### src/sv/nrd_pkg.sv
// Package: shared types, constants and filter taps for the noise RSSI block
package nrd_pkg;
	localparam int NRD_BLOCK_SAMPLES = 160;
	localparam int NRD_TAPS = 23;
	localparam int NRD_POS_W = 8;
	localparam int NRD_ENERGY_W = 48;
	localparam int NRD_CFG_IDX_W = 2;
	localparam int NRD_CFG_DATA_W = 16;
	localparam logic [15:0] NRD_CALIB_RESET = 16'd3328;
	localparam logic [15:0] NRD_GAIN_UNITY = 16'd4096;
	localparam logic [15:0] NRD_CALIB_MIN = 16'd256;

	typedef enum logic [NRD_CFG_IDX_W-1:0] {
		CFG_CALIB  = 2'd0,
		CFG_DEEMPH = 2'd1,
		CFG_GAIN   = 2'd2
	} nrd_cfg_idx_t;

	typedef struct packed {
		logic [15:0] calib_divisor;
		logic        deemph_enable;
		logic [15:0] rx_gain;
	} nrd_cfg_t;

	typedef struct packed {
		logic signed [15:0]        x;
		logic                      frame_end;
		logic [NRD_ENERGY_W-1:0]   energy;
	} nrd_item_t;

	function automatic logic signed [15:0] nrd_tap(input logic [4:0] i);
		logic signed [15:0] t;
		unique case (i)
			5'd0, 5'd22:  t = 16'sd128;
			5'd1, 5'd21:  t = 16'sd402;
			5'd2, 5'd20:  t = -16'sd1225;
			5'd3, 5'd19:  t = 16'sd1927;
			5'd4, 5'd18:  t = -16'sd1674;
			5'd5, 5'd17:  t = 16'sd164;
			5'd6, 5'd16:  t = 16'sd1729;
			5'd7, 5'd15:  t = -16'sd2249;
			5'd8, 5'd14:  t = 16'sd54;
			5'd9, 5'd13:  t = 16'sd4461;
			5'd10, 5'd12: t = -16'sd9036;
			5'd11:        t = 16'sd10962;
			default:      t = 16'sd0;
		endcase
		return t;
	endfunction
endpackage

### src/sv/nrd_if.sv
// Interfaces: sample input channel and result output channel
interface sample_if;
	logic               valid;
	logic               ready;
	logic signed [15:0] sample_in;
	modport source (output valid, output sample_in, input ready);
	modport sink (input valid, input sample_in, output ready);
endinterface


### src/sv/nrd_front.sv
// Front end: high-pass FIR MAC, energy accumulation and frame tracking
module nrd_front #(
	parameter int BLOCK_SAMPLES = nrd_pkg::NRD_BLOCK_SAMPLES
) (
	input  logic              clk,
	input  logic              arst_n,
	sample_if.sink            in_ch,
	output nrd_pkg::nrd_item_t push_item,
	output logic              push,
	input  logic              q_full
);
	import nrd_pkg::*;

	typedef enum logic [4:0] {
		F_IDLE = 5'b00001,
		F_MAC  = 5'b00010,
		F_Y    = 5'b00100,
		F_SQ   = 5'b01000,
		F_PUSH = 5'b10000
	} f_state_t;

	f_state_t                 state_q;
	logic signed [15:0]       x_q;
	logic signed [15:0]       hist_q [NRD_TAPS-1];
	logic [4:0]               cnt_q;
	logic signed [31:0]       prod_s1;
	logic                     pv_s1;
	logic signed [33:0]       acc_q;
	logic signed [17:0]       y_q;
	logic [31:0]              sq_q;
	logic [NRD_ENERGY_W-1:0]  energy_q;
	logic [NRD_POS_W-1:0]     pos_q;
	logic signed [15:0]       smp;
	logic signed [35:0]       ysq;
	logic [NRD_ENERGY_W-1:0]  energy_new;
	logic                     frame_end;

	assign in_ch.ready = (state_q == F_IDLE);
	assign smp = (cnt_q == 5'd0) ? x_q : hist_q[cnt_q - 5'd1];
	assign ysq = y_q * y_q;
	assign energy_new = energy_q + {16'd0, sq_q};
	assign frame_end = ({1'b0, pos_q} + 9'd1) >= 9'(BLOCK_SAMPLES);

	assign push = (state_q == F_PUSH) && !q_full;
	assign push_item.x = x_q;
	assign push_item.frame_end = frame_end;
	assign push_item.energy = energy_new;

	always_ff @(posedge clk or negedge arst_n) begin
		if (!arst_n) begin
			state_q <= F_IDLE;
			cnt_q <= '0;
			pv_s1 <= 1'b0;
			energy_q <= '0;
			pos_q <= '0;
			for (int i = 0; i < NRD_TAPS - 1; i++) hist_q[i] <= '0;
		end else begin
			unique case (state_q)
				F_IDLE: begin
					if (in_ch.valid) begin
						x_q <= in_ch.sample_in;
						cnt_q <= '0;
						acc_q <= '0;
						pv_s1 <= 1'b0;
						state_q <= F_MAC;
					end
				end
				F_MAC: begin
					if (pv_s1) acc_q <= acc_q + 34'(prod_s1);
					if (cnt_q != 5'(NRD_TAPS)) begin
						prod_s1 <= nrd_tap(cnt_q) * smp;
						pv_s1 <= 1'b1;
						cnt_q <= cnt_q + 5'd1;
					end else begin
						pv_s1 <= 1'b0;
						if (!pv_s1) state_q <= F_Y;
					end
				end
				F_Y: begin
					y_q <= 18'((acc_q + 34'sd16384) >>> 15);
					for (int i = NRD_TAPS - 2; i > 0; i--) hist_q[i] <= hist_q[i-1];
					hist_q[0] <= x_q;
					state_q <= F_SQ;
				end
				F_SQ: begin
					sq_q <= ysq[31:0];
					state_q <= F_PUSH;
				end
				F_PUSH: begin
					if (!q_full) begin
						if (frame_end) begin
							energy_q <= '0;
							pos_q <= '0;
						end else begin
							energy_q <= energy_new;
							pos_q <= pos_q + 1'b1;
						end
						state_q <= F_IDLE;
					end
				end
				default: state_q <= F_IDLE;
			endcase
		end
	end
endmodule

### src/flat_wrapper.sv
// flat-port wrapper written by rule: the top's interface ports become plain ports
module nrd_front_flat import nrd_pkg::*;
#(
	parameter int BLOCK_SAMPLES = nrd_pkg::NRD_BLOCK_SAMPLES
)
  (clk, arst_n, push_item, push, q_full, in_ch_valid, in_ch_sample_in, in_ch_ready);
  sample_if in_ch_i ();
  input  logic clk;
  input  logic arst_n;
  output nrd_pkg::nrd_item_t push_item;
  output logic push;
  input  logic q_full;
  input wire logic [$bits(in_ch_i.valid)-1:0] in_ch_valid;
  input wire logic [$bits(in_ch_i.sample_in)-1:0] in_ch_sample_in;
  output wire logic [$bits(in_ch_i.ready)-1:0] in_ch_ready;
  assign in_ch_i.valid = in_ch_valid;
  assign in_ch_i.sample_in = in_ch_sample_in;
  assign in_ch_ready = in_ch_i.ready;
  nrd_front #(.BLOCK_SAMPLES(BLOCK_SAMPLES)) u_core (.clk(clk), .arst_n(arst_n), .in_ch(in_ch_i), .push_item(push_item), .push(push), .q_full(q_full));
endmodule
### config.mk
export PLATFORM = sky130hd
export DESIGN_NAME = nrd_front_flat
export DESIGN_NICKNAME = d
export VERILOG_FILES = /design/src/sv/nrd_pkg.sv /design/src/sv/nrd_if.sv /design/src/sv/nrd_front.sv /design/src/flat_wrapper.sv
export SDC_FILE = /design/constraint.sdc
export NUM_CORES = 2
export LEC_CHECK = 0
export BUFFER_PORTS_ARGS = -buffer_cell sky130_fd_sc_hd__clkbuf_2
export CAP_MARGIN = 20
export CORE_MARGIN = 3
export CORE_UTILIZATION = 56
export DETAILED_ROUTE_END_ITERATION = 7
export PLACE_DENSITY = 0.72
export SLEW_MARGIN = 0
export SYNTH_ARGS = -nofsm -noshare
export SYNTH_HDL_FRONTEND = slang
export SYNTH_SLANG_ARGS = --single-unit
export TNS_END_PERCENT = 100
### constraint.sdc
create_clock -name clk -period 28.1 [get_ports clk]
set_input_delay 1.405 -clock clk [delete_from_list [all_inputs] [get_ports clk]]
set_output_delay 1.405 -clock clk [all_outputs]
set_load 0.02 [all_outputs]
# Word-level counts from Yosys, hierarchy flattened
# Memory sizes are Yosys's and may differ from the RTL's.
# Index checks and enable logic that the tools add are counted.
# classes
addsub	7
mul	2
order_cmp	2
eq_ne	12
n_mux	22
bitwise	2
reduce_logical	13
# ops
operator	count
$bmux 16 s5	1
$mux 16	5
$mux 34	2
$pmux 34 s2	1
$add 48x32->48	1
$mux 48	1
$add 34x32->34	1
$add 33x16->33 const B	1
$mul 16x16->32	1
$mul 18x18->32	1
$mux 5	6
$pmux 5 s5	1
$pmux 5 s2	1
$add 8x1->9 const B	1
$ge 9x8->1 const B	1
$reduce_and 3->1	3
$add 8x1->8 const B	1
$mux 8	1
$ne 2x2->1 const B	4
$reduce_and 2->1	4
$reduce_and 4->1	2
$ge 6x6->1 const B	1
$not 5->6	1
$add 5x1->5 const B	1
other kinds (15)	17
# totals
reg_bits	551
rom_bits	512
input_bits	20
output_inout_bits	67
wordCells	93
mem_count	1
# mem_list
name	words	width	rd	rd_clocked_by_memory_dff	write_ports	line_no	source
(no name shown)	32	16	1	0	0	nrd_pkg.sv:33	unique case (i)

# Logic depth before layout (Yosys ltp)
# depth
word_depth	7
mapped_depth	41

# Worst setup path after synthesis
# Ideal clock, no wire load.
# synth_path
path_type	reg-to-reg
start	register u_core.cnt_q[0]
end	register u_core.prod_s1[30], data pin
setup_ns	0.262
arrival_ns	9.161
required_ns	27.838
slack_ns	18.677
stages_incl_launch_ff	38
synth_period_minus_slack_ns	9.423
cell_sequence	dfrtp_1 > buf_2 > buf_2 > buf_4 > buf_2 > buf_2 > inv_1 > ha_1 > clkbuf_1 > buf_2 > buf_2 > mux4_2 > mux4_2 > a22oi_1 > nor2_1 > a21oi_2 > buf_2 > nor2_1 > [... 2 more ...] > fa_1 > fa_1 > inv_1 > fa_1 > fa_1 > inv_1 > fa_1 > inv_1 > ha_1 > a21oi_1 > o21ai_0 > a311o_1 > o21ai_0 > o311ai_2 > a311o_1 > a21oi_2 > o21ai_1 > xor2_1
# synth_between
elab_chain_cells	7
elab_cells_between_ends	11
classes_between	add/sub: 1; mul: 1; mux: 6; bitwise: 1; reduce/logical: 1; memory: 1
# synth_rtl
item	line_no	source
start: declaration	nrd_front.sv:25	logic [4:0] cnt_q;
start signal: assignment	nrd_front.sv:73	cnt_q <= cnt_q + 5'd1;
$sub 5x1->5	nrd_front.sv:39	assign smp = (cnt_q == 5'd0) ? x_q : hist_q[cnt_q - 5'd1];
$not 5->6 (not written as such)	nrd_front.sv:39	
$bmux 16 s5	nrd_front.sv:39	
$mux 16 (not written as such) (2 in a row)	nrd_front.sv:39	
$mux 16	nrd_front.sv:39	
$mul 16x16->32 (*)	nrd_front.sv:71	prod_s1 <= nrd_tap(cnt_q) * smp;
end signal: assignment	nrd_front.sv:71	
end: declaration	nrd_front.sv:26	logic signed [31:0] prod_s1;
# Mark *: on every way between the ends. The rest lies on a longest branch, timed or not. The select of a mux whose other input is x is not followed.
# A chain may end at the register's enable or synchronous reset.

# Final worst setup path
# layout_path
start	register u_core.cnt_q[0]
end	register u_core.prod_s1[31], data pin
# Same word-level chain as after synthesis.

==> parameters.txt <==
Parameter                              Value

Drt
  Uppermost routed layer    met4
  Final routed wire length divided by cell count    16.9 um
  Detailed router's first-iteration violation count    2150
  Met1 Wirelength    43600 um
  Number of nets with antenna violations after routing    0
  WL met2    around 51000 um
  Amount of wire on met3 after detailed routing    approximately 5400 um
  Mean number of vias per cell    between 5 and 6
  Routed wire length    103000 um
  Number of DRC violations after detailed routing    0
  Number of vias in the routed layout    around 33k
  Number of optimization iterations in the first detailed-route pass    6

Final layout
  Layout Nets    5730
  Fraction of final layout cells sized beyond drive strength 1    8.03%
  Synthesis-to-layout area growth    7.80%
  Number of filler instances in the final layout    6740

Floorplanning
  DIE AREA    roughly 87000 um2
  FP Rows    105
  Core box area    82400 um2
  X dimension of the die    295 um
  Height of the die    around 300 um
  Top Ports    87
  Initial Utilization    56.8%

Setup path
  Critical path buffer and inverter count    6
  Classification of the worst setup path    flip-flop to flip-flop
  Worst-path fanout max    57
  Endpoint class of the critical path    flip-flop
  Arrival @ worst endpoint    11.04 ns
  Critical-path top delay cell    dfrtp_4
  Delay-heaviest family, CP    adder cells
  Cell type with the highest occurrence count on the critical path    fa_1
  Slowest stage delay, CP    1.00 ns
  Required time at the endpoint of the critical path    28.48 ns
  Startpoint Class    flip-flop

Yosys
  Cell Area, Synth    around 47000 um2
  Count of state elements after synthesis    549
  Net count after synthesis    5731
  Total number of yosys warnings    0
  Most frequently used flop master after synthesis    dfrtp_1
  Post-synth EDFFs    130
  Synth Area per Inst    9.48 um2
  Share of flip-flops with an asynchronous set or reset after synthesis    76.3%
  Portion of the post-synthesis area used by sequential elements    a little under a third
  Cell count after synthesis    4933
  Unique cell type count in the Yosys netlist    95

STA
  FMAX    93.8 MHz
  Final clock period utilization by the worst path    38.0%
  Final worst clock skew    0.0679 ns
  Final setup violation count    0
  Minimum clock period after layout    ~11 ns
  Final slew viol count    0
  Unrepaired setup endpoints after global routing    no
  Accumulated negative setup slack    0 ns
  Final Hold Vio Count    0
  Normalized max-slew margin    24.0%
  Worst slew pin tran    1.13 ns

Clocking
  Clock input transition at the sequential cells of the worst setup and hold paths    0.06 ns
  CTS H-Tree Depth    3
  Total clock buffers created by CTS    66
  Setup Fix Bufs, Post-CTS    0
  Clock tree from TritonCTS    yes
  Total of hold buffers inserted after clock tree synthesis    0
  Worst-Skew Late Latency    0.63 ns
  Resized Gates After CTS    0
  CTS max path bufs    3
  Clock root cell    clkbuf_16
  Clock sink count    549

Status
  Status    complete, no violations

GRT
  Overall global routing resource usage    24.3%
  Number of antenna violations at the first check in global routing    1
  Gr ovfl total    0
  First-pass GRT wire length    approximately 170000 um
  Vias in the first global route    34.5k
  Largest net degree at the start of global routing    about 240

Flow run
  Number of max-cap violations    0

Placed design
  Gp weighted congestion    0.940
  Total half-perimeter wirelength after legalization and detailed placement    around 76000 um
  Number of I/O port buffers    86

Hold path
  Class of the most critical hold timing path    flip-flop to flip-flop
[tightest hold or removal path, stage by stage, from the launching register on]
cell and delay (ns):
dfrtp_1 0.36, nand2_1 0.05, nand2_1 0.05
[metal layers]
layer  up-vias  global-route usage [%]
met5         -                       0
met4         0                    7.83
met3       187                    3.17
met2       867                    41.6
met1     16700                    32.4
li1      15700                       -
[Yosys cell counts (all sizes together) (5+ instances only)]
master  number  area [um2]
a21oi      123         634
xor2        50         438
and3        18         114
nand3       38         200
edfxtp     130        3900
o21a        22         165
nand2     1347        5060
a31oi       14        93.8
ha         255        3190
mux2i       20         200
nand4       17         106
a22o        35         307
xnor2      116        1020
a31o         5        43.8
nor2       301        1130
o211ai      17         133
o22ai        7        43.8
or4          6        45.0
or2         19         119
o21ai      119         599
o31ai       11        82.6
a21o        46         347
and2        82         515
buf         54         305
a211oi      16         120
clkbuf     147         573
a22oi       18         140
nor2b       25         156
dfrtp      418       10500
a21boi       7        52.6
nor4         7        73.8
o21bai      19         146
mux4        96        2160
inv        655        2460
and4         8        70.1
nor3        25         125
or3         15        98.8
nand2b      45         282
fa         523       10500
[path summary, 6_finish.rpt]
kind                                      end  slack, ns          startpoint  depth (start not counted)
setup / recovery           u_core.prod_s1[31]      17.44     u_core.cnt_q[0]                         29
hold / removal             u_core.hist_q[179]       0.48  u_core.hist_q[195]                          2
setup reg to reg           u_core.prod_s1[31]      17.44     u_core.cnt_q[0]                         29
hold reg to reg            u_core.hist_q[179]       0.48  u_core.hist_q[195]                          2
max in group asynchronous   u_core.hist_q[70]      24.97              arst_n                          3
min in group asynchronous     u_core.pos_q[6]       0.78              arst_n                          1
[per-stage QoR]
step | area, um2 | setup WS [ns] | instances | hold WS [ns] | utilization, %
final | 50400 | 17.44 | 6054 | 0.476 | 61.2
after global routing | 50400 | 16.76 | 6052 | 0.501 | 61.2
after CTS | 50400 | 17.44 | 6051 | 0.473 | 61.1
after detailed placement | 48100 | 17.42 | 5933 | 0.465 | 58.4
after global placement | 48100 | 17.57 | 5933 | 0.456 | 58.4
after floorplan | 46700 | 18.68 | 4933 | 0.424 | -
[final cells by class]
cell class / instances / area [um2] / share of cell area, %
sequential: 549 / 14400 / 28.6
inverter: 656 / 2470 / 4.90
tap: 1070 / 1340 / 2.66
timing repair buffer: 133 / 838 / 1.66
multi-input combinational: 3526 / 29100 / 57.7
clock buffer: 91 / 1910 / 3.79
clock inverter: 27 / 350 / 0.695
antenna: 2 / 5.00 / 0.00993
[logic make-up (layout without fill, tap and decap cells)]
| kind of cell | count (synthesis) | in the layout | synth area share [%] |
|---|---|---|---|
| simple gates | 1964 | 1964 | 17.5 |
| buf+inv | 858 | 907 | 7.17 |
| fa+ha+maj | 778 | 778 | 29.2 |
| flops | 549 | 549 | 30.8 |
| compound gates | 501 | 501 | 7.11 |
| xor+xnor | 166 | 166 | 3.13 |
| mux | 117 | 117 | 5.08 |
| other cells | 0 | 2 | 0 |
[registers in the layout, summed over array words and instances, names as in the netlist]
register         flops
u_core.x_q          16
u_core.energy_q     48
u_core.hist_q      352
u_core.prod_s1      32
u_core.state_q       5
u_core.pos_q         8
u_core.cnt_q         5
u_core.y_q          18
u_core.sq_q         31
u_core.acc_q        33
u_core.pv_s1         1
[cell usage in the layout (no fill, tap or decap), drive strengths merged, types with 6 or more instances in the layout]
cell,instances
fa,523
nor2,301
nor3,25
o31ai,11
o21bai,19
o21a,22
a22oi,18
o211ai,17
and2,82
clkinv,18
dfrtp,418
inv,659
edfxtp,130
a31oi,14
and4,8
o21ai,119
clkbuf,176
or3,15
a22o,35
nand4,17
and3,18
nand2b,45
nand2,1347
a21oi,123
xnor2,116
a21boi,7
ha,255
or2,19
nor2b,25
buf,48
o22ai,7
xor2,50
a211oi,16
a21o,46
nand3,38
nor4,7
or4,6
mux4,96
mux2i,20
Power is left out: the tool's default activity adds up to more than one toggle a clock period on the data nets, which glitch-free logic cannot reach.
