## config.mk

```make
export PLATFORM = sky130hd
export DESIGN_NAME = nrd_back_flat
export DESIGN_NICKNAME = d
export VERILOG_FILES = /design/src/sv/nrd_pkg.sv /design/src/sv/nrd_if.sv /design/src/sv/nrd_back.sv /design/src/flat_wrapper.sv
export SDC_FILE = /design/constraint.sdc
export NUM_CORES = 2
export LEC_CHECK = 0
export BUFFER_PORTS_ARGS = -buffer_cell sky130_fd_sc_hd__buf_2
export CORE_MARGIN = 5
export CORE_UTILIZATION = 45
export DETAILED_ROUTE_END_ITERATION = 12
export SLEW_MARGIN = 20
export SYNTH_ARGS = -nofsm -noshare
export SYNTH_HDL_FRONTEND = slang
export SYNTH_SLANG_ARGS = --single-unit
```

## constraint.sdc

```tcl
create_clock -name clk -period 33 [get_ports clk]
set_clock_uncertainty 0.05 [all_clocks]
set_input_delay 3.3 -clock clk [delete_from_list [all_inputs] [get_ports clk]]
set_output_delay 3.3 -clock clk [all_outputs]
set_load 0.005 [all_outputs]
```

## src/sv/nrd_pkg.sv

```systemverilog
// Package: shared types, constants and filter taps for the noise RSSI block
package nrd_pkg;
	localparam int NRD_BLOCK_SAMPLES = 160;
	localparam int NRD_TAPS = 23;
	localparam int NRD_POS_W = 8;
	localparam int NRD_ENERGY_W = 48;
	localparam int NRD_CFG_IDX_W = 2;
	localparam int NRD_CFG_DATA_W = 16;
	localparam logic [15:0] NRD_CALIB_RESET = 16'd3328;
	localparam logic [15:0] NRD_GAIN_UNITY = 16'd4096;
	localparam logic [15:0] NRD_CALIB_MIN = 16'd256;

	typedef enum logic [NRD_CFG_IDX_W-1:0] {
		CFG_CALIB  = 2'd0,
		CFG_DEEMPH = 2'd1,
		CFG_GAIN   = 2'd2
	} nrd_cfg_idx_t;

	typedef struct packed {
		logic [15:0] calib_divisor;
		logic        deemph_enable;
		logic [15:0] rx_gain;
	} nrd_cfg_t;

	typedef struct packed {
		logic signed [15:0]        x;
		logic                      frame_end;
		logic [NRD_ENERGY_W-1:0]   energy;
	} nrd_item_t;

	function automatic logic signed [15:0] nrd_tap(input logic [4:0] i);
		logic signed [15:0] t;
		unique case (i)
			5'd0, 5'd22:  t = 16'sd128;
			5'd1, 5'd21:  t = 16'sd402;
			5'd2, 5'd20:  t = -16'sd1225;
			5'd3, 5'd19:  t = 16'sd1927;
			5'd4, 5'd18:  t = -16'sd1674;
			5'd5, 5'd17:  t = 16'sd164;
			5'd6, 5'd16:  t = 16'sd1729;
			5'd7, 5'd15:  t = -16'sd2249;
			5'd8, 5'd14:  t = 16'sd54;
			5'd9, 5'd13:  t = 16'sd4461;
			5'd10, 5'd12: t = -16'sd9036;
			5'd11:        t = 16'sd10962;
			default:      t = 16'sd0;
		endcase
		return t;
	endfunction
endpackage

```

## src/sv/nrd_if.sv

```systemverilog


interface result_if;
	logic               valid;
	logic               ready;
	logic signed [15:0] audio_out;
	logic [7:0]         rssi;
	logic               rssi_valid;
	modport source (output valid, output audio_out, output rssi, output rssi_valid, input ready);
	modport sink (input valid, input audio_out, input rssi, input rssi_valid, output ready);
endinterface

```

## src/sv/nrd_back.sv

```systemverilog
// Back end: de-emphasis, gain, RMS/RSSI computation and output register
module nrd_back #(
	parameter int BLOCK_SAMPLES = nrd_pkg::NRD_BLOCK_SAMPLES
) (
	input  logic               clk,
	input  logic               arst_n,
	input  nrd_pkg::nrd_cfg_t  cfg,
	input  nrd_pkg::nrd_item_t pop_item,
	input  logic               q_empty,
	output logic               pop,
	result_if.source           out_ch
);
	import nrd_pkg::*;

	localparam logic [7:0] BS8 = 8'(BLOCK_SAMPLES);

	typedef enum logic [8:0] {
		B_IDLE = 9'b000000001,
		B_DE1  = 9'b000000010,
		B_DE2  = 9'b000000100,
		B_G1   = 9'b000001000,
		B_G2   = 9'b000010000,
		B_SQRT = 9'b000100000,
		B_DIV  = 9'b001000000,
		B_RSSI = 9'b010000000,
		B_OUT  = 9'b100000000
	} b_state_t;

	b_state_t                 state_q;
	nrd_item_t                item_q;
	logic signed [23:0]       v_q;
	logic signed [23:0]       dstate_q;
	logic signed [37:0]       m1_s1;
	logic signed [40:0]       m2_s1;
	logic signed [40:0]       gp_s1;
	logic signed [15:0]       audio_q;
	logic [7:0]               rssi_q;
	logic [47:0]              num_q;
	logic [15:0]              rem_q;
	logic [15:0]              den_q;
	logic [5:0]               dcnt_q;
	logic [47:0]              sn_q;
	logic [47:0]              res_q;
	logic [47:0]              bit_q;
	logic [4:0]               scnt_q;
	logic                     ovalid_q;
	logic signed [15:0]       oaudio_q;
	logic [7:0]               orssi_q;
	logic                     orv_q;

	logic [16:0]              rem_sh;
	logic                     rem_ge;
	logic [48:0]              s_base;
	logic [56:0]              s_trial;
	logic signed [41:0]       de_sum;
	logic signed [41:0]       g_sum;
	logic signed [24:0]       u_sum;
	logic [15:0]              d_eff;
	logic                     load_out;

	function automatic logic signed [15:0] sat16(input logic signed [25:0] v);
		logic signed [15:0] r;
		if (v > 26'sd32767) r = 16'sd32767;
		else if (v < -26'sd32768) r = -16'sd32768;
		else r = v[15:0];
		return r;
	endfunction

	assign pop = (state_q == B_IDLE) && !q_empty;
	assign rem_sh = {rem_q, num_q[47]};
	assign rem_ge = rem_sh >= {1'b0, den_q};
	// root of energy/N found as the largest r with N*r*r <= energy
	assign s_base = {1'b0, res_q} + {1'b0, bit_q};
	assign s_trial = {8'd0, s_base} * {49'd0, BS8};
	assign de_sum = 42'(m1_s1) + 42'(m2_s1) + 42'sd32768;
	assign g_sum = 42'(gp_s1) + 42'sd524288;
	assign u_sum = 25'(v_q) + 25'sd128;
	assign d_eff = (cfg.calib_divisor < NRD_CALIB_MIN) ? NRD_CALIB_MIN : cfg.calib_divisor;
	assign load_out = (state_q == B_OUT) && (!ovalid_q || out_ch.ready);

	assign out_ch.valid = ovalid_q;
	assign out_ch.audio_out = oaudio_q;
	assign out_ch.rssi = orssi_q;
	assign out_ch.rssi_valid = orv_q;

	always_ff @(posedge clk or negedge arst_n) begin
		if (!arst_n) begin
			state_q <= B_IDLE;
			dstate_q <= '0;
			ovalid_q <= 1'b0;
			dcnt_q <= '0;
			scnt_q <= '0;
		end else begin
			if (load_out) ovalid_q <= 1'b1;
			else if (out_ch.ready) ovalid_q <= 1'b0;
			unique case (state_q)
				B_IDLE: begin
					if (!q_empty) begin
						item_q <= pop_item;
						v_q <= {pop_item.x, 8'd0};
						state_q <= cfg.deemph_enable ? B_DE1 : B_G1;
					end
				end
				B_DE1: begin
					m1_s1 <= 38'sd13107 * 38'(v_q);
					m2_s1 <= 41'sd52429 * 41'(dstate_q);
					state_q <= B_DE2;
				end
				B_DE2: begin
					v_q <= de_sum[39:16];
					dstate_q <= de_sum[39:16];
					state_q <= B_G1;
				end
				B_G1: begin
					gp_s1 <= 41'(v_q) * 41'(signed'({1'b0, cfg.rx_gain}));
					state_q <= B_G2;
				end
				B_G2: begin
					if (cfg.rx_gain != NRD_GAIN_UNITY) audio_q <= sat16(26'(g_sum >>> 20));
					else audio_q <= sat16(26'(u_sum >>> 8));
					if (item_q.frame_end) begin
						sn_q <= item_q.energy;
						res_q <= '0;
						bit_q <= 48'd1 << 46;
						scnt_q <= 5'd24;
						state_q <= B_SQRT;
					end else begin
						rssi_q <= '0;
						state_q <= B_OUT;
					end
				end
				B_SQRT: begin
					if (scnt_q == 5'd0) begin
						num_q <= {res_q[39:0], 8'd0} + {32'd0, d_eff} - 48'd1;
						den_q <= d_eff;
						rem_q <= '0;
						dcnt_q <= 6'd48;
						state_q <= B_DIV;
					end else begin
						if ({9'd0, sn_q} >= s_trial) begin
							sn_q <= sn_q - s_trial[47:0];
							res_q <= (res_q >> 1) + bit_q;
						end else begin
							res_q <= res_q >> 1;
						end
						bit_q <= bit_q >> 2;
						scnt_q <= scnt_q - 5'd1;
					end
				end
				B_DIV: begin
					rem_q <= rem_ge ? 16'(rem_sh - {1'b0, den_q}) : rem_sh[15:0];
					num_q <= {num_q[46:0], rem_ge};
					dcnt_q <= dcnt_q - 6'd1;
					if (dcnt_q == 6'd1) state_q <= B_RSSI;
				end
				B_RSSI: begin
					rssi_q <= (num_q > 48'd245) ? 8'd10 : 8'(9'd255 - {1'b0, num_q[7:0]});
					state_q <= B_OUT;
				end
				B_OUT: begin
					if (load_out) begin
						oaudio_q <= audio_q;
						orssi_q <= rssi_q;
						orv_q <= item_q.frame_end;
						state_q <= B_IDLE;
					end
				end
				default: state_q <= B_IDLE;
			endcase
		end
	end
endmodule

```

## src/flat_wrapper.sv

```systemverilog
// flat-port wrapper written by rule: the top's interface ports become plain ports
module nrd_back_flat import nrd_pkg::*;
#(
	parameter int BLOCK_SAMPLES = nrd_pkg::NRD_BLOCK_SAMPLES
)
  (clk, arst_n, cfg, pop_item, q_empty, pop, out_ch_valid, out_ch_audio_out, out_ch_rssi, out_ch_rssi_valid, out_ch_ready);
  result_if out_ch_i ();
  input  logic clk;
  input  logic arst_n;
  input  nrd_pkg::nrd_cfg_t cfg;
  input  nrd_pkg::nrd_item_t pop_item;
  input  logic q_empty;
  output logic pop;
  output wire logic [$bits(out_ch_i.valid)-1:0] out_ch_valid;
  output wire logic [$bits(out_ch_i.audio_out)-1:0] out_ch_audio_out;
  output wire logic [$bits(out_ch_i.rssi)-1:0] out_ch_rssi;
  output wire logic [$bits(out_ch_i.rssi_valid)-1:0] out_ch_rssi_valid;
  input wire logic [$bits(out_ch_i.ready)-1:0] out_ch_ready;
  assign out_ch_valid = out_ch_i.valid;
  assign out_ch_audio_out = out_ch_i.audio_out;
  assign out_ch_rssi = out_ch_i.rssi;
  assign out_ch_rssi_valid = out_ch_i.rssi_valid;
  assign out_ch_i.ready = out_ch_ready;
  nrd_back #(.BLOCK_SAMPLES(BLOCK_SAMPLES)) u_core (.clk(clk), .arst_n(arst_n), .cfg(cfg), .pop_item(pop_item), .q_empty(q_empty), .pop(pop), .out_ch(out_ch_i));
endmodule
```

; ---- Word-level counts from Yosys, hierarchy flattened
; Cells that the tools add are included.
[classes]
n_mux = 41
n_reduce_logical = 25
n_addsub = 13
bitwise_logic = 1
n_lt_le_gt_ge = 8
multipliers = 4
n_eq_ne = 19
[op_table]
columns = op, n
row1 = 2-to-1 mux 48 bit, 9
row2 = one-hot mux 48 bit (2 select lines), 4
row3 = 2-to-1 mux 16 bit, 8
row4 = one-hot mux 9 bit (9 select lines), 1
row5 = greater-or-equal comparator 48 x 57 -> 1 bit, 1
row6 = "multiplier 49 x 3 -> 52 bit, second input constant", 1
row7 = adder 48 x 48 -> 49 bit, 1
row8 = adder 47 x 48 -> 48 bit, 1
row9 = adder 48 x 16 -> 48 bit, 1
row10 = "greater-than comparator 48 x 8 -> 1 bit, second input constant", 1
row11 = one-hot mux 24 bit (2 select lines), 1
row12 = "subtractor 48 x 1 -> 48 bit, second input constant", 1
row13 = subtractor 48 bit, 1
row14 = 2-to-1 mux 9 bit, 5
row15 = "adder 41 x 21 -> 42 bit, second input constant", 1
row16 = multiplier 24 x 17 -> 41 bit, 1
row17 = adder 38 x 40 -> 40 bit, 1
row18 = "adder 40 x 17 -> 40 bit, second input constant", 1
row19 = "multiplier 17 x 24 -> 40 bit, first input constant", 1
row20 = "multiplier 15 x 24 -> 38 bit, first input constant", 1
row21 = one-hot mux 16 bit (2 select lines), 1
row22 = "adder 24 x 9 -> 25 bit, second input constant", 1
row23 = 2-to-1 mux 24 bit, 1
row24 = "greater-than comparator 22 x 16 -> 1 bit, second input constant", 1
row25 = other kinds (40), 65
[word_totals]
regBits = 510
out_inout_bits = 27
input_bits = 102
elab_cells = 133

; ---- Depth between registers and ports, before layout
[logic_depth]
ltp_word = 6
depth_mapped = 37
ltp_nobuf = 35

; ---- Least setup slack after synthesis
; No wires, ideal clock.
[synth_timing]
path_type = flip-flop to flip-flop
from = register u_core.res_q[2]
to = register u_core.sn_q[10] (enable)
required_ns = 32.441
path_stages_with_launch = 34
slack_ns = 22.086
period_less_slack_ns = 10.914
path_buffers = 1
t_arrival_ns = 10.355
path_cell_list = edfxtp_1 > ha_1 > a31oi_1 > o21bai_1 > a31oi_1 > o21a_1 > o21ai_0 > inv_1 > o21ai_0 > xnor2_1 > ha_1 > ha_1 > a21o_1 > a21o_1 > a21o_1 > or3b_1 > or3_4 > a31o_2 > a21oi_1 > xor2_1 > ha_1 > and3_1 > nand2_1 > nor3_1 > o21ai_0 > a22oi_1 > a21oi_1 > o31a_1 > a221o_1 > nor2_1 > o2111a_1 > nand2_1 > clkbuf_1 > a21boi_0
[synth_via]
elab_chain_cells = 5
[synth_rtl]
columns = element, line_no
row1 = "start, declared", nrd_back.sv:43  ; logic [47:0] res_q;
row2 = "start signal, assigned", nrd_back.sv:142  ; res_q <= (res_q >> 1) + bit_q;
row3 = "start signal, assigned", nrd_back.sv:144  ; res_q <= res_q >> 1;
row4 = adder 48 x 48 -> 49 bit, nrd_back.sv:73  ; assign s_base = {1'b0, res_q} + {1'b0, bit_q};
row5 = multiplier 49 x 3 -> 52 bit, nrd_back.sv:74  ; assign s_trial = {8'd0, s_base} * {49'd0, BS8};
row6 = greater-or-equal comparator 48 x 57 -> 1 bit, nrd_back.sv:140  ; if ({9'd0, sn_q} >= s_trial) begin
row7 = inequality test 2 x 1 -> 1 bit (no source line), --
row8 = AND reduction 5 bit (no source line), --
row9 = "end signal, assigned", nrd_back.sv:122  ; sn_q <= item_q.energy;
row10 = "end signal, assigned", nrd_back.sv:141  ; sn_q <= sn_q - s_trial[47:0];
row11 = "end, declared", nrd_back.sv:42  ; logic [47:0] sn_q;
; Every way passes these cells.
; A chain may end at the register's enable or synchronous reset.

; ---- Final worst setup path
[layout_timing]
from = input cfg[7] in the netlist's numbering
to = register u_core.gp_s1[40], data pin
[layout_via]
elab_chain_cells = 1
[layout_rtl]
columns = element, line_no
row1 = "start, declared", flat_wrapper.sv:10  ; input nrd_pkg::nrd_cfg_t cfg;
row2 = multiplier 24 x 17 -> 41 bit, nrd_back.sv:115  ; gp_s1 <= 41'(v_q) * 41'(signed'({1'b0, cfg.rx_gain}));
row3 = "end signal, assigned", nrd_back.sv:115
row4 = "end, declared", nrd_back.sv:35  ; logic signed [40:0] gp_s1;
; Every way passes these cells.

==> impl_metrics.toml <==
[outcome]
status = "complete, no violations"

[finish]
area_delta_synth_final_pct = 7.71
nNetsFinal = 7421
multiInputGateArea_um2 = 39400
drive_above_1_share_pct = 5.24
regArea_um2 = 13800
finish.utilization_pct = 48.6
nFillCells = 11900
final_area_um2 = 61800

[synth]
seq_area_frac_synth_pct = 24.0
synth_nets = 7359
postSynthCellCount = 5909
ys_seq_elements = 467
synth_edf_count = 422
yosysMostFrequentCell = "inv_1"
yosys_warnings = 0
ys_types = 87
synth_top_area_cell = "fa_1"
netlist_area_um2 = 57400
avgSynthCellArea_um2 = 9.71
netlist.area_leader.share_pct = 23.0
synthTopCellsByArea = "fa_1 (23%), edfxtp_1 (22%), ha_1 (15%), inv_1 (6.3%), xnor2_1 (3.8%)"
async_flop_share_pct = 9.64
ys.flop_type = "edfxtp_1"
synthTopCellsByCount = "inv_1 (966), ha_1 (689), fa_1 (659), nand2_1 (573), edfxtp_1 (422)"

[global_routing]
first_global_vias = 42600
antenna_found_initial = 4
overflow = 0
grt_max_degree = 86
grt_usage_pct = 20.1
grt_pass1_wl_um = 223000

[critical_path]
crit_chain = "buf_2, nand2_1, fa_1, inv_1, fa_1, inv_1, fa_1, fa_1, inv_1, fa_1, fa_1, ha_1, or4_1, a211oi_1, o21ai_0, a221oi_1, a211oi_1, nor3_1, nand2b_1, o31ai_1, a211o_1, a21oi_1, xnor2_1"
critical_path_buf_inv_count = 4
critPathArrivalTime_ns = 10.47
slowest_stage = "a221oi_1"
path_class = "in -> reg"
crit_path_frequent_cell = "fa_1"
crit_path_max_fanout = 25
max_stage_delay_ns = 0.80
cp_data_required_time_ns = 33.34
critPathTopFamily = "adder cells"
end_kind = "flip-flop"
regToRegStartpoint = "u_core.res_q[2]"
setup.worst_path.start = "cfg[7]"
start_kind = "input pin"

[route]
wirelength_um = 135000
ant_nets = 0
drc = 0
drt-vias-per-instance = 5.36
drt_iter0_markers = 2404
via_count = 41100
dr.pass1.iters = 5
wl_met1_um = 60600
top_layer_used = "met4"
met2WireLength_um = 65300
wl_per_cell_um = 17.6
route.met3.wl_um = 6300

[timing]
holdWs_ns = 0.369
finalSetupTns_ns = 0
worst_slew_pin_slew_ns = 1.14
slew_viol_final = 0
min_period_over_period_pct = 30.7
hold_violations = 0
max_freq_ghz = 0.0987
setup_violations = 0
fin_crit_ns = 10.13
rsz0062_at_grt = "false"
max_slew_margin_pct = 24.2

[clock_tree]
cts_max_level = 2
clk_pin_slew_ns = 0.06
insertion_delay_ns = 0.64
clkSinkCount = 467
cts-root-buf = "clkbuf_16"
cts_max_path_buffers = 3
cts-resized-gates = 0
hold_buffers = 0
cts_buffers = 54
cts_post_setup_buffers_inserted = 0
cts_tree = "yes"

[place]
place.port_buffers = 128
placed_cell_area_um2 = 59900
routabilityCongestion = 0.871
dp_hpwl_um = 109000

[floorplanning]
initial_core_util_pct = 45.1
io_pins = 129
die_area_um2 = 135000
core_area_um2 = 127000
die-height_um = 367
die_w_um = 367
rows = 131

[flow_run]
cap_violations = 0

[hold_path]
min_from = "u_core.rssi_q[2]"
hold_class = "reg -> reg"
[final timing paths]
path	endpoint	slack, ns	cells after the start
min in group asynchronous	u_core.dcnt_q[3]	2.67	1
max in group asynchronous	u_core.dstate_q[5]	29.25	2
max reg2reg	u_core.sn_q[13]	22.97	35
min reg2reg	u_core.out_ch.rssi[2]	0.37	0
min	u_core.out_ch.rssi[2]	0.37	0
max	u_core.gp_s1[40]	22.87	23
[kinds of logic after synthesis]
| kind of cell | Yosys count | share of synthesized area, % |
|---|---|---|
| flip-flops | 467 | 24.0 |
| adder cells (fa/ha/maj) | 1348 | 38.0 |
| buffers and inverters | 1131 | 7.43 |
| XOR/XNOR | 398 | 6.09 |
| multiplexers | 15 | 0.266 |
| AO/OA/AOI/OAI | 1073 | 11.8 |
| AND/OR/NAND/NOR | 1477 | 12.3 |
[worst reg2reg max path: cells and delay by family, from the launching register on]
family          cells  cell delay [ns]
compound gates     18             4.38
xor+xnor            2             0.30
fa+ha+maj           4             1.37
buf+inv             4             1.04
flops               1             0.48
simple gates        7             2.01
[area by class of cell]
cell class	instances	area share, %
multi-input cells	4311	63.7
repair buffers	170	1.55
clock inverters	27	0.662
flip-flops and latches	467	22.3
inverters	967	5.87
clock buffers	74	2.49
diodes	1	0.00405
well taps	1662	3.36
[flip-flops by register name, summed over array words and instances, names as in the netlist, 22 cells and up]
register	count
u_core.dstate_q	24
u_core.num_q	48
u_core.res_q	48
u_core.sn_q	48
u_core.bit_q	24
u_core.m1_s1	38
u_core.v_q	24
u_core.gp_s1	22
u_core.item_q	49
u_core.m2_s1	40
[per-layer routing]
metal  vias to the layer above  global-route usage, %
li1                      20000                      -
met1                     20300                   27.3
met2                       764                   34.7
met3                       144                   2.65
met4                         0                   4.22
met5                         -                      0
[placed cells by master, fill, tap and decap left out, drive strengths merged, types with 146 or more instances in the layout]
cell type / instances
a21oi: 296
and2: 201
buf: 170
edfxtp: 422
fa: 659
ha: 689
inv: 968
nand2: 573
nor2: 262
o21ai: 254
xnor2: 252
xor2: 146
[per-stage QoR]
stage	instances	worst slack, ns
floorplan	5909	22.09
global placement	7577	22.29
detailed placement	7577	22.23
CTS	7678	22.92
global route	7679	22.45
finish	7679	22.87
Power is not shown: default switching activity piles up to over one toggle a cycle in this logic, so the estimate is an artifact.
