[src/sv/nrd_pkg.sv]
// Package: shared types, constants and filter taps for the noise RSSI block
package nrd_pkg;
	localparam int NRD_BLOCK_SAMPLES = 160;
	localparam int NRD_TAPS = 23;
	localparam int NRD_POS_W = 8;
	localparam int NRD_ENERGY_W = 48;
	localparam int NRD_CFG_IDX_W = 2;
	localparam int NRD_CFG_DATA_W = 16;
	localparam logic [15:0] NRD_CALIB_RESET = 16'd3328;
	localparam logic [15:0] NRD_GAIN_UNITY = 16'd4096;
	localparam logic [15:0] NRD_CALIB_MIN = 16'd256;

	typedef enum logic [NRD_CFG_IDX_W-1:0] {
		CFG_CALIB  = 2'd0,
		CFG_DEEMPH = 2'd1,
		CFG_GAIN   = 2'd2
	} nrd_cfg_idx_t;

	typedef struct packed {
		logic [15:0] calib_divisor;
		logic        deemph_enable;
		logic [15:0] rx_gain;
	} nrd_cfg_t;

	typedef struct packed {
		logic signed [15:0]        x;
		logic                      frame_end;
		logic [NRD_ENERGY_W-1:0]   energy;
	} nrd_item_t;

	function automatic logic signed [15:0] nrd_tap(input logic [4:0] i);
		logic signed [15:0] t;
		unique case (i)
			5'd0, 5'd22:  t = 16'sd128;
			5'd1, 5'd21:  t = 16'sd402;
			5'd2, 5'd20:  t = -16'sd1225;
			5'd3, 5'd19:  t = 16'sd1927;
			5'd4, 5'd18:  t = -16'sd1674;
			5'd5, 5'd17:  t = 16'sd164;
			5'd6, 5'd16:  t = 16'sd1729;
			5'd7, 5'd15:  t = -16'sd2249;
			5'd8, 5'd14:  t = 16'sd54;
			5'd9, 5'd13:  t = 16'sd4461;
			5'd10, 5'd12: t = -16'sd9036;
			5'd11:        t = 16'sd10962;
			default:      t = 16'sd0;
		endcase
		return t;
	endfunction
endpackage

[src/sv/nrd_queue.sv]
// Two-entry queue between front end and back end
module nrd_queue (
	input  logic               clk,
	input  logic               arst_n,
	input  logic               push,
	input  nrd_pkg::nrd_item_t push_item,
	input  logic               pop,
	output nrd_pkg::nrd_item_t pop_item,
	output logic               full,
	output logic               empty
);
	import nrd_pkg::*;

	nrd_item_t  mem_q [2];
	logic       wp_q;
	logic       rp_q;
	logic [1:0] cnt_q;

	assign full = (cnt_q == 2'd2);
	assign empty = (cnt_q == 2'd0);
	assign pop_item = mem_q[rp_q];

	always_ff @(posedge clk) begin
		if (push) mem_q[wp_q] <= push_item;
	end

	always_ff @(posedge clk or negedge arst_n) begin
		if (!arst_n) begin
			wp_q <= 1'b0;
			rp_q <= 1'b0;
			cnt_q <= '0;
		end else begin
			if (push) wp_q <= ~wp_q;
			if (pop) rp_q <= ~rp_q;
			cnt_q <= cnt_q + {1'b0, push} - {1'b0, pop};
		end
	end
endmodule

[config.mk]
export PLATFORM = sky130hd
export DESIGN_NAME = nrd_queue
export DESIGN_NICKNAME = d
export VERILOG_FILES = /design/src/sv/nrd_pkg.sv /design/src/sv/nrd_queue.sv
export SDC_FILE = /design/constraint.sdc
export NUM_CORES = 1
export LEC_CHECK = 0
export CAP_MARGIN = 0
export CORE_MARGIN = 4
export CORE_UTILIZATION = 60
export CTS_CLUSTER_SIZE = 12
export DETAILED_ROUTE_END_ITERATION = 10
export DONT_BUFFER_PORTS = 1
export GPL_TIMING_DRIVEN = 0
export PLACE_DENSITY = 0.76
export SLEW_MARGIN = 20
export SYNTH_ARGS = -nofsm -noshare
export SYNTH_HDL_FRONTEND = slang
export SYNTH_SLANG_ARGS = --single-unit
[constraint.sdc]
create_clock -name clk -period 4.4 [get_ports clk]
set_input_delay 1.32 -clock clk [delete_from_list [all_inputs] [get_ports clk]]
set_output_delay 1.32 -clock clk [all_outputs]
set_load 0.01 [all_outputs]
Word level (Yosys, flattened, before mapping)
Memories as Yosys holds them, arrays and structs flattened.
Index checks and enable logic that the tools add are counted.
Storage, ports and cells
  flip-flop bits (word level): 4
  memory bits (writable): 130
  input bits: 69
  output and inout bits: 67
  word-level logic and storage cells: 12
  memories: 1
Operators by class
  $add $sub $neg: 2
  equal/unequal tests: 1
  multiplexer cells: 2
  bitwise logic cells: 2
  reductions and logical operators: 1
Memories
  mem_q: words 2, width 65, rd ports 1, clocked after Yosys merged registers in 0, wr ports 1, RTL line nrd_queue.sv:14  | nrd_item_t mem_q [2];
Operators by type and width (number)
  $add 2x1->2: 1
  $eq 2x2->1 const B: 1
  $logic_not 2->1: 1
  $mux 1: 2
  $not 1->1: 2
  $sub 2x1->2: 1

Longest topological paths before layout
Gate-level depths: netlist of run 1.
  depth after elaboration: 2
  gate-level depth with buffers: 5
  depth with buffers taken out: 5

Least setup slack after synthesis of run 1
Ideal clock, no wire load.
  kind: input -> register
  start point: input port push
  end point: memory mem_q[0][0] (netlist bit) (enable)
  setup time: 0.496 ns
  data arrival time: 4.177 ns
  data required time: 3.904 ns
  path slack: -0.273 ns
  stages: 1
  buffers on the path: 0
  cells stage by stage: nor2b_1
On the way
  word-level cells in the longest chain between the ends: 2
Ends and longest elaborated chain
  start, declared: RTL line nrd_queue.sv:5  | input logic push,
  $mux 1: RTL line nrd_queue.sv:24  | if (push) mem_q[wp_q] <= push_item;
  $mux 1 (not written as such): RTL line nrd_queue.sv:24
  end, declared: RTL line nrd_queue.sv:14
No other way between the ends.

==> results of run 1 <==
==> kinds of logic (layout without fill, tap and decap cells) <==
| logic type | after synthesis | after routing | share of synthesized area |
|---|---|---|---|
| mux | 65 | 65 | 0.1747 |
| simple gates | 4 | 4 | 0.004461 |
| flops | 134 | 134 | 0.7931 |
| fa+ha+maj | 2 | 2 | 0.004956 |
| xor+xnor | 3 | 3 | 0.008179 |
| buf+inv | 9 | 45 | 0.01462 |
==> worst min path at each step <==
| stage | slack (ns) | to |
|---|---|---|
| 2_1_floorplan | 0.47 | wp_q |
| 3_3_place_gp | 0.49 | wp_q |
| 3_5_place_dp | 0.54 | wp_q |
| 4_1_cts | 0.49 | cnt_q[0] |
| 5_1_grt | 0.48 | wp_q |
| 6_report | 0.52 | wp_q |
==> state kept, by name, summed over array words and instances, names as in the netlist <==
name,cells
cnt_q,2
mem_q,130
wp_q,1
rp_q,1
==> power by group <==
part	internal [mW]	switching [mW]
Sequential	1.69	0.0668
Clock	0.755	0.505
Combinational	0.512	0.555
Total	2.96	1.13
==> per-stage QoR <==
step	total power, mW	hold WS [ns]	cell area [um^2]
after floorplan	2.648	0.4731	5051
after global placement	2.812	0.4855	5182
after detailed placement	2.884	0.5364	5293
after CTS	4.148	0.4928	5838
after global routing	4.287	0.4827	5838
final	4.088	0.5155	5838
==> cell usage in the layout, fill, tap and decap left out, drive strengths merged <==
cell type | netlist | layout
edfxtp | 130 | 130
mux2 | 65 | 65
clkbuf | 0 | 19
buf | 7 | 11
inv | 2 | 6
clkinvlp | 0 | 5
dfrtp | 4 | 4
clkinv | 0 | 3
xor2 | 2 | 2
ha | 2 | 2
nor2b | 2 | 2
xor3 | 1 | 1
and2 | 1 | 1
nor2 | 1 | 1
bufinv | 0 | 1
==> area by class of cell <==
cell class              count  share of cell area
clock inverters            13             0.02122
multi-input cells          74              0.1680
clock buffers              19             0.07222
plain buffers               7             0.01136
flip-flops and latches    134              0.6858
inverters                   2            0.001286
repair buffers              4             0.01757
well taps                 105             0.02250
==> per-layer routing <==
metal,wire length (um),part of all wire,GRT usage
met1,2718,0.36,0.1829
met2,3859,0.51,0.2565
met3,991,0.13,0.09818
met4,56,0.0073,0.05042
met5,0,0,0
==> impl_metrics.json, run 1 <==
{
  "vias": 1980,
  "cts.sinks": 134,
  "antenna_found_initial": 0,
  "setup_ws_ns": 1.508,
  "critical_path.slowest_cell": "dfrtp_1",
  "powerDensity_mw_per_mm2": 700.2,
  "worst_pin_slew_ns": 0.3895,
  "synth_top_area_frac": 0.7732,
  "setup_viol": 0,
  "drtPass1Iterations": 4,
  "synth.largest_area_cell": "edfxtp_1",
  "critPathKind": "reg -> out",
  "cp-endpoint": "pop_item[53]",
  "synthTopCellsByArea": "edfxtp_1 (77%), mux2_4 (12%), mux2_2 (5.6%), dfrtp_1 (2.0%), buf_6 (1.1%)",
  "maxCapViolations": 0,
  "start_util": 0.6144,
  "hold_path_class": "in -> async",
  "antenna_cells": 0,
  "synth_edf_count": 130,
  "outcome": "finished clean",
  "syn_area_per_cell_um2": 23.27,
  "synthFlopType": "edfxtp_1",
  "yosysUniqueCellTypes": 13,
  "final.period_utilization": 0.6574,
  "ctsHoldBuffers": 0,
  "dieArea_mm2": 0.009946,
  "tns_ns": 0,
  "fin_skew_ns": 0.006572,
  "synthCells": 217,
  "wirelength_um": 7625,
  "dp_hpwl_um": 5285,
  "min_period_ns": 2.892,
  "grt-ovfl-total": 0,
  "synth-seq-area-share": 0.7931,
  "dp.cells": 326,
  "p_leak_nw": 2.092,
  "synth.most_common_cell": "edfxtp_1",
  "cp_top_family": "buffers and inverters",
  "grt_pass1_wl_um": 11650,
  "seq_area_mm2": 0.004004,
  "final_nets": 311,
  "r2r_start": "wp_q",
  "final-max-slew-violation-count": 0,
  "drt-vias-per-instance": 5.531,
  "grt_pass1_vias": 2177,
  "drt_iter0_markers": 56,
  "numCtsBuffers": 17,
  "core-area_mm2": 0.008217,
  "postRouteAntennaNets": 0,
  "hold_viol": 0,
  "multiInputGateArea_um2": 980.9,
  "grt_use_total": 0.1617,
  "drc": 0,
  "irDropWorstVdd_v": 0.0004502,
  "post_cts_buffers": 0,
  "die_h_um": 99.73,
  "rsz0062_at_grt": "no",
  "rr_endpoint": "mem_q[0][26]",
  "crit_cells": 3,
  "post-route-util": 0.7105,
  "syn2layout_area_growth_pct": 15.64,
  "ios": 136,
  "synth_commonest_cells": "edfxtp_1 (130), mux2_4 (40), mux2_2 (25), buf_6 (5), dfrtp_1 (4)",
  "path_max_fanout": 10,
  "htree_levels": 4,
  "grt_max_degree": 42,
  "wl_per_cell_um": 21.30,
  "clockBufferDepth": 2,
  "cts_root_buffer": "clkbuf_8",
  "slew_headroom": 0.7397,
  "drive_gt1_frac": 0.4229,
  "cts_resized": 0,
  "clk_latency_ns": 0.49,
  "rrSetupSlack_ns": 2.90,
  "fillerInstances": 494,
  "start_kind": "flop",
  "crit_path_end_kind": "output pin",
  "required_ns": 3.08,
  "place_ws_ns": 1.980,
  "crit_buf_inv": 2,
  "reg2regPathDepth": 3,
  "layout.cells.non_filler": 358,
  "synth.cell_area_mm2": 0.005049,
  "cpPeakStageDelay_ns": 0.37,
  "synth_async_sr_flop_share": 0.02985,
  "die_w_um": 99.73,
  "cts_tree": "done",
  "rows": 33,
  "place_congestion": 0.6797,
  "cp.arrival_ns": 1.57,
  "clock.fmax_mhz": 345.7,
  "clk_pin_slew_ns": 0.06,
  "crit_path_frequent_cell": "buf_6",
  "cp-startpoint": "rp_q",
  "portBuffers": 0,
  "ys_ff_latch": 134,
  "cp_cell_sequence": "buf_6 > buf_6 > mux2_4",
  "syn_nets": 288,
  "yosys_warnings": 0
}
Note: power is estimated with default switching activity, not from simulation.
==> run 2: changes to the inputs <==
- ABC_AREA: not set -> 1
- CORE_UTILIZATION: 60 -> 56
- PLACE_DENSITY: 0.76 -> 0.74
- clock period: 4.4 -> 2.4 ns (I/O delays scaled with it)
==> run 2 against run 1 <==
Clock skew rose by 0.0062 ns; sequential power is 84% higher; largest power group unchanged; worst hold slack worse by 0.21 ns; sequential share of layout area grew 0.13 points; critical endpoint is now pop_item[14].
==> impl_metrics.json, run 2 <==
{
  "grt_pass1_wl_um": 13580,
  "crit_path_end_kind": "output pin",
  "syn2layout_area_growth_pct": 15.96,
  "finalInstanceArea_mm2": 0.005827,
  "drive_gt1_frac": 0.1178,
  "numCtsBuffers": 17,
  "maxCapViolations": 0,
  "synth_commonest_cells": "edfxtp_1 (130), inv_1 (72), nand2_1 (71), o21ai_0 (65)",
  "clk_pin_slew_ns": 0.06,
  "postRouteAntennaNets": 0,
  "setup_ws_ns": 0.04893,
  "drt_iter0_markers": 101,
  "dieArea_mm2": 0.01055,
  "fillerInstances": 569,
  "grt_pass1_vias": 2643,
  "required_ns": 1.68,
  "setup_viol": 0,
  "clockBufferDepth": 2,
  "min_period_ns": 2.351,
  "hold_path_class": "in -> reg",
  "grt_use_total": 0.1778,
  "synth.largest_area_cell": "edfxtp_1",
  "powerDensity_mw_per_mm2": 1294,
  "rsz0062_at_grt": "yes",
  "place_area_mm2": 0.005231,
  "synth_top_area_frac": 0.7769,
  "dp_hpwl_um": 6163,
  "synthTopCellsByArea": "edfxtp_1 (78%), o21ai_0 (6.5%), inv_1 (5.4%), nand2_1 (5.3%), dfrtp_1 (2.0%)",
  "wirelength_um": 9181,
  "tns_ns": 0,
  "synth_async_sr_flop_share": 0.02985,
  "outcome": "finished clean",
  "syn_area_per_cell_um2": 13.80,
  "cts_root_buffer": "clkbuf_8",
  "rows": 34,
  "path_max_fanout": 10,
  "final.period_utilization": 0.9796,
  "clock.fmax_mhz": 425.3,
  "antenna_cells": 0,
  "cp.arrival_ns": 1.63,
  "cp_cell_sequence": "clkbuf_1 > o21ai_0",
  "synthFlopType": "edfxtp_1",
  "grt-ovfl-total": 0,
  "drc": 0,
  "synthCells": 364,
  "critical_path.slowest_cell": "o21ai_0",
  "synth.cell_area_mm2": 0.005025,
  "wl_per_cell_um": 18.11,
  "hold_viol": 0,
  "final_nets": 458,
  "mostFrequentLayoutCell": "edfxtp_1",
  "antenna_found_initial": 0,
  "p_leak_nw": 2.294,
  "die_w_um": 102.7,
  "post_cts_buffers": 0,
  "clk_latency_ns": 0.50,
  "layout_common_cells": "edfxtp_1 (130), inv_1 (71), nand2_1 (71)",
  "total_power_mw": 7.540,
  "yosys_warnings": 0,
  "irDropWorstVdd_v": 0.0008919,
  "cts_tree": "done",
  "final-max-slew-violation-count": 0,
  "synth-seq-area-share": 0.7968,
  "place_congestion": 0.7875,
  "portBuffers": 0,
  "cts.sinks": 134,
  "regMostFlops": "mem_q",
  "start_util": 0.5762,
  "grt_max_degree": 34,
  "fin_skew_ns": 0.01276,
  "worst_pin_slew_ns": 0.7597,
  "vias": 2632,
  "drt-vias-per-instance": 5.191,
  "die_h_um": 102.7,
  "syn_nets": 435,
  "top_regs": "mem_q (130), cnt_q (2)",
  "core-area_mm2": 0.008721,
  "critPathKind": "reg -> out",
  "slew_headroom": 0.4925,
  "yosysUniqueCellTypes": 13,
  "ys_ff_latch": 134,
  "synth_edf_count": 130,
  "cpPeakStageDelay_ns": 0.45,
  "place_ws_ns": 0.2048,
  "drtPass1Iterations": 4,
  "synth.most_common_cell": "edfxtp_1",
  "start_kind": "flop",
  "htree_levels": 4,
  "ios": 136,
  "largest_register_ff_count": 130
}
-- run 2: cells by family (layout without fill, tap and decap cells) --
family	count (synthesis)	count (layout)	share of synthesized area
AND/OR/NAND/NOR	75	75	0.05627
buffers and inverters	86	121	0.07370
AO/OA/AOI/OAI	65	65	0.06474
flip-flops	134	134	0.7968
XOR/XNOR	2	2	0.003487
adder cells (fa/ha/maj)	2	2	0.004979
-- run 2: worst paths after layout --
kind                       slack [ns]    from      endpoint  cells after the start
max in group asynchronous        1.74  arst_n          rp_q                      1
min reg2reg                      0.57    wp_q          wp_q                      1
max reg2reg                      0.48    wp_q  mem_q[1][49]                      3
max                              0.05    rp_q  pop_item[14]                      2
min in group asynchronous        0.48  arst_n          wp_q                      1
min                              0.30    push          wp_q                      1
-- run 2: critical path, delay by kind of cell, from the launching register on --
family	cells	cell delay, ns
compound gates	1	0.45
flops	1	0.44
buf+inv	1	0.24
-- run 2: repair_timing --
action / 4_1_cts / 5_1_grt
hold buffers: 1 / 0
setup endpoints to repair: 21 / 35
pin swaps: 0 / 0
endpoints found under the hold margin: 4 / 0
gates resized for setup: 18 / 27
-- run 2: layout make-up --
class,count,area [um^2],share of cell area
plain buffers,14,100.1,0.01718
clock buffers,17,414.1,0.07108
clock inverters,14,160.2,0.02749
inverters,72,274.0,0.04703
multi-input cells,144,669.4,0.1149
flip-flops and latches,134,4004,0.6871
well taps,108,135.1,0.02319
repair buffers,4,70.07,0.01202
-- run 2: stage by stage --
stage	hold slack [ns]	utilization	cells
2_1_floorplan	0.4244	-	364
3_3_place_gp	0.4246	0.5930	472
3_5_place_dp	0.4245	0.5999	475
4_1_cts	0.2823	0.6669	507
5_1_grt	0.2773	0.6681	507
6_report	0.3008	0.6681	507
-- run 2: per-layer routing --
layer | routed length, um | global-route usage | vias to the layer above
li1 | - | - | 1267
met5 | 0 | 0 | -
met4 | 113 | 0.07064 | 0
met3 | 821 | 0.07307 | 10
met1 | 3380 | 0.1882 | 1251
met2 | 4865 | 0.3148 | 104
-- run 2: report_power, final --
| part | total (mW) | switching, mW | leakage, nW | internal (mW) |
|---|---|---|---|---|
| Combinational | 1.81 | 1.33 | 0.744 | 0.473 |
| Clock | 2.49 | 0.924 | 0.283 | 1.57 |
| Sequential | 3.24 | 0.133 | 1.27 | 3.11 |
| Total | 7.54 | 2.39 | 2.29 | 5.15 |
==> run 3: changes to the inputs <==
==> constraint.sdc (replaced) <==
create_clock -name clk -period 2.4 [get_ports clk]
set_input_delay 0.24 -clock clk [delete_from_list [all_inputs] [get_ports clk]]
set_output_delay 0.24 -clock clk [all_outputs]
set_load 0.01 [all_outputs]
==> run 3 against run 2 <==
Final cell count rose by 14%; die area is the same; worst setup slack better by 0.35 ns; non-clock buffer count is 68 higher; power is 3.7% higher; sequential share of layout area is 7.6 points lower; global-route usage up 2.0 points; cell area up 12%; critical endpoint is now pop_item[44]; largest power group unchanged.
==> impl_metrics.json, run 3 (synthesis results as in run 2) <==
{
  "grt_pass1_vias": 3146,
  "mostFrequentLayoutCell": "edfxtp_1",
  "cts.sinks": 134,
  "drt-vias-per-instance": 5.050,
  "dp_hpwl_um": 6091,
  "final-max-slew-violation-count": 0,
  "slew_headroom": 0.5474,
  "hp-start": "pop",
  "drt_iter0_markers": 148,
  "r2r_start": "wp_q",
  "setup_viol": 0,
  "powerDensity_mw_per_mm2": 1193,
  "place_area_mm2": 0.005238,
  "regMostFlops": "mem_q",
  "syn2layout_area_growth_pct": 30.45,
  "post-route-util": 0.7517,
  "start_util": 0.5762,
  "grt_use_total": 0.1977,
  "vias": 2909,
  "layout_common_cells": "edfxtp_1 (130), inv_1 (71), nand2_1 (71)",
  "p_leak_nw": 2.609,
  "required_ns": 2.16,
  "cts_resized": 0,
  "clockBufferDepth": 2,
  "largest_register_ff_count": 130,
  "die_w_um": 102.7,
  "postRouteAntennaNets": 0,
  "finalInstanceArea_mm2": 0.006555,
  "top_regs": "mem_q (130), cnt_q (2)",
  "clk_latency_ns": 0.50,
  "final.period_utilization": 0.8325,
  "wl_per_cell_um": 17.33,
  "fillerInstances": 512,
  "drive_gt1_frac": 0.09615,
  "irDropWorstVdd_v": 0.0009130,
  "final_nets": 526,
  "crit_path_end_kind": "output pin",
  "cp-startpoint": "rp_q",
  "wirelength_um": 9982,
  "ios": 136,
  "cts_root_buffer": "clkbuf_8",
  "cp.arrival_ns": 1.76,
  "whs_ns": 0.1341,
  "hold_viol": 0,
  "worst_pin_slew_ns": 0.6773,
  "rows": 34,
  "portBuffers": 0,
  "die_h_um": 102.7,
  "fin_skew_ns": 0.01227,
  "grt-ovfl-total": 0,
  "maxCapViolations": 0,
  "outcome": "finished clean",
  "grt_pass1_wl_um": 15520,
  "place_congestion": 0.7482,
  "cts_tree": "done",
  "numCtsBuffers": 17,
  "dieArea_mm2": 0.01055,
  "post_cts_buffers": 0,
  "clock.fmax_mhz": 500.5,
  "htree_levels": 4,
  "rsz0062_at_grt": "no",
  "antenna_cells": 0,
  "critPathKind": "reg -> out",
  "drc": 0,
  "min_period_ns": 1.998,
  "path_max_fanout": 10,
  "antenna_found_initial": 0,
  "grt_max_degree": 34,
  "hold_path_class": "in -> reg",
  "drtPass1Iterations": 6,
  "core-area_mm2": 0.008721,
  "start_kind": "flop",
  "clk_pin_slew_ns": 0.06
}
==> run 3: cell types whose count changed in the layout (fill, tap and decap cells not counted), sizes merged <==
cell         delta
dlygate4sd3    +68
clkbuf          +3
bufinv          +2
clkinvlp        -2
buf             -1
clkinv          -1
==> run 3: power by group <==
| part | switching (mW) | internal (mW) | total, mW | leakage (nW) |
|---|---|---|---|---|
| clock | 0.928 | 1.79 | 2.72 | 0.310 |
| sequential | 0.136 | 3.11 | 3.24 | 1.27 |
| combinational | 1.34 | 0.518 | 1.86 | 1.03 |
==> run 3: worst max-delay path: stages (launching register included) <==
cell and delay, ns:
dfrtp_1 0.46, buf_6 0.19, buf_2 0.18, o21ai_0 0.42
==> run 3: worst paths after layout <==
check,end,slack [ns],cells past startpoint
min,cnt_q[0],0.13,3
max in group asynchronous,rp_q,1.67,2
min reg2reg,wp_q,0.56,1
max,pop_item[44],0.40,3
min in group asynchronous,cnt_q[1],0.55,2
max reg2reg,mem_q[0][51],0.80,2
==> run 3: repair_timing <==
action / 4_1_cts / 5_1_grt
hold endpoints to repair: 137 / 0
setup endpoints to repair: 0 / 0
hold buffers: 69 / 0
==> run 3: layout make-up <==
| cell class | count | area (um^2) | area share |
|---|---|---|---|
| buffer | 14 | 100.1 | 0.01527 |
| clock buffer | 19 | 421.7 | 0.06433 |
| clock inverter | 13 | 205.2 | 0.03130 |
| inverter | 72 | 272.8 | 0.04161 |
| multi-input combinational | 144 | 658.1 | 0.1004 |
| sequential | 134 | 4004 | 0.6108 |
| tap | 108 | 135.1 | 0.02061 |
| timing repair buffer | 72 | 758.2 | 0.1157 |
==> run 3: stage by stage <==
| stage | instances | power (mW) | worst slack [ns] | TNS [ns] |
|---|---|---|---|---|
| 6_report | 576 | 7.821 | 0.4021 | 0 |
| 5_1_grt | 576 | 8.235 | 0.2675 | 0 |
| 4_1_cts | 576 | 7.884 | 0.3508 | 0 |
| 3_5_place_dp | 475 | 5.072 | 0.8175 | 0 |
| 3_3_place_gp | 472 | 4.962 | -0.4210 | -27.17 |
| 2_1_floorplan | 364 | 4.561 | 0.2483 | 0 |
==> run 3: routing by layer <==
metal | track usage | wire length [um]
met5 | 0 | 0
met2 | 0.3644 | 5468
met3 | 0.06428 | 592
met1 | 0.2114 | 3743
met4 | 0.06963 | 178
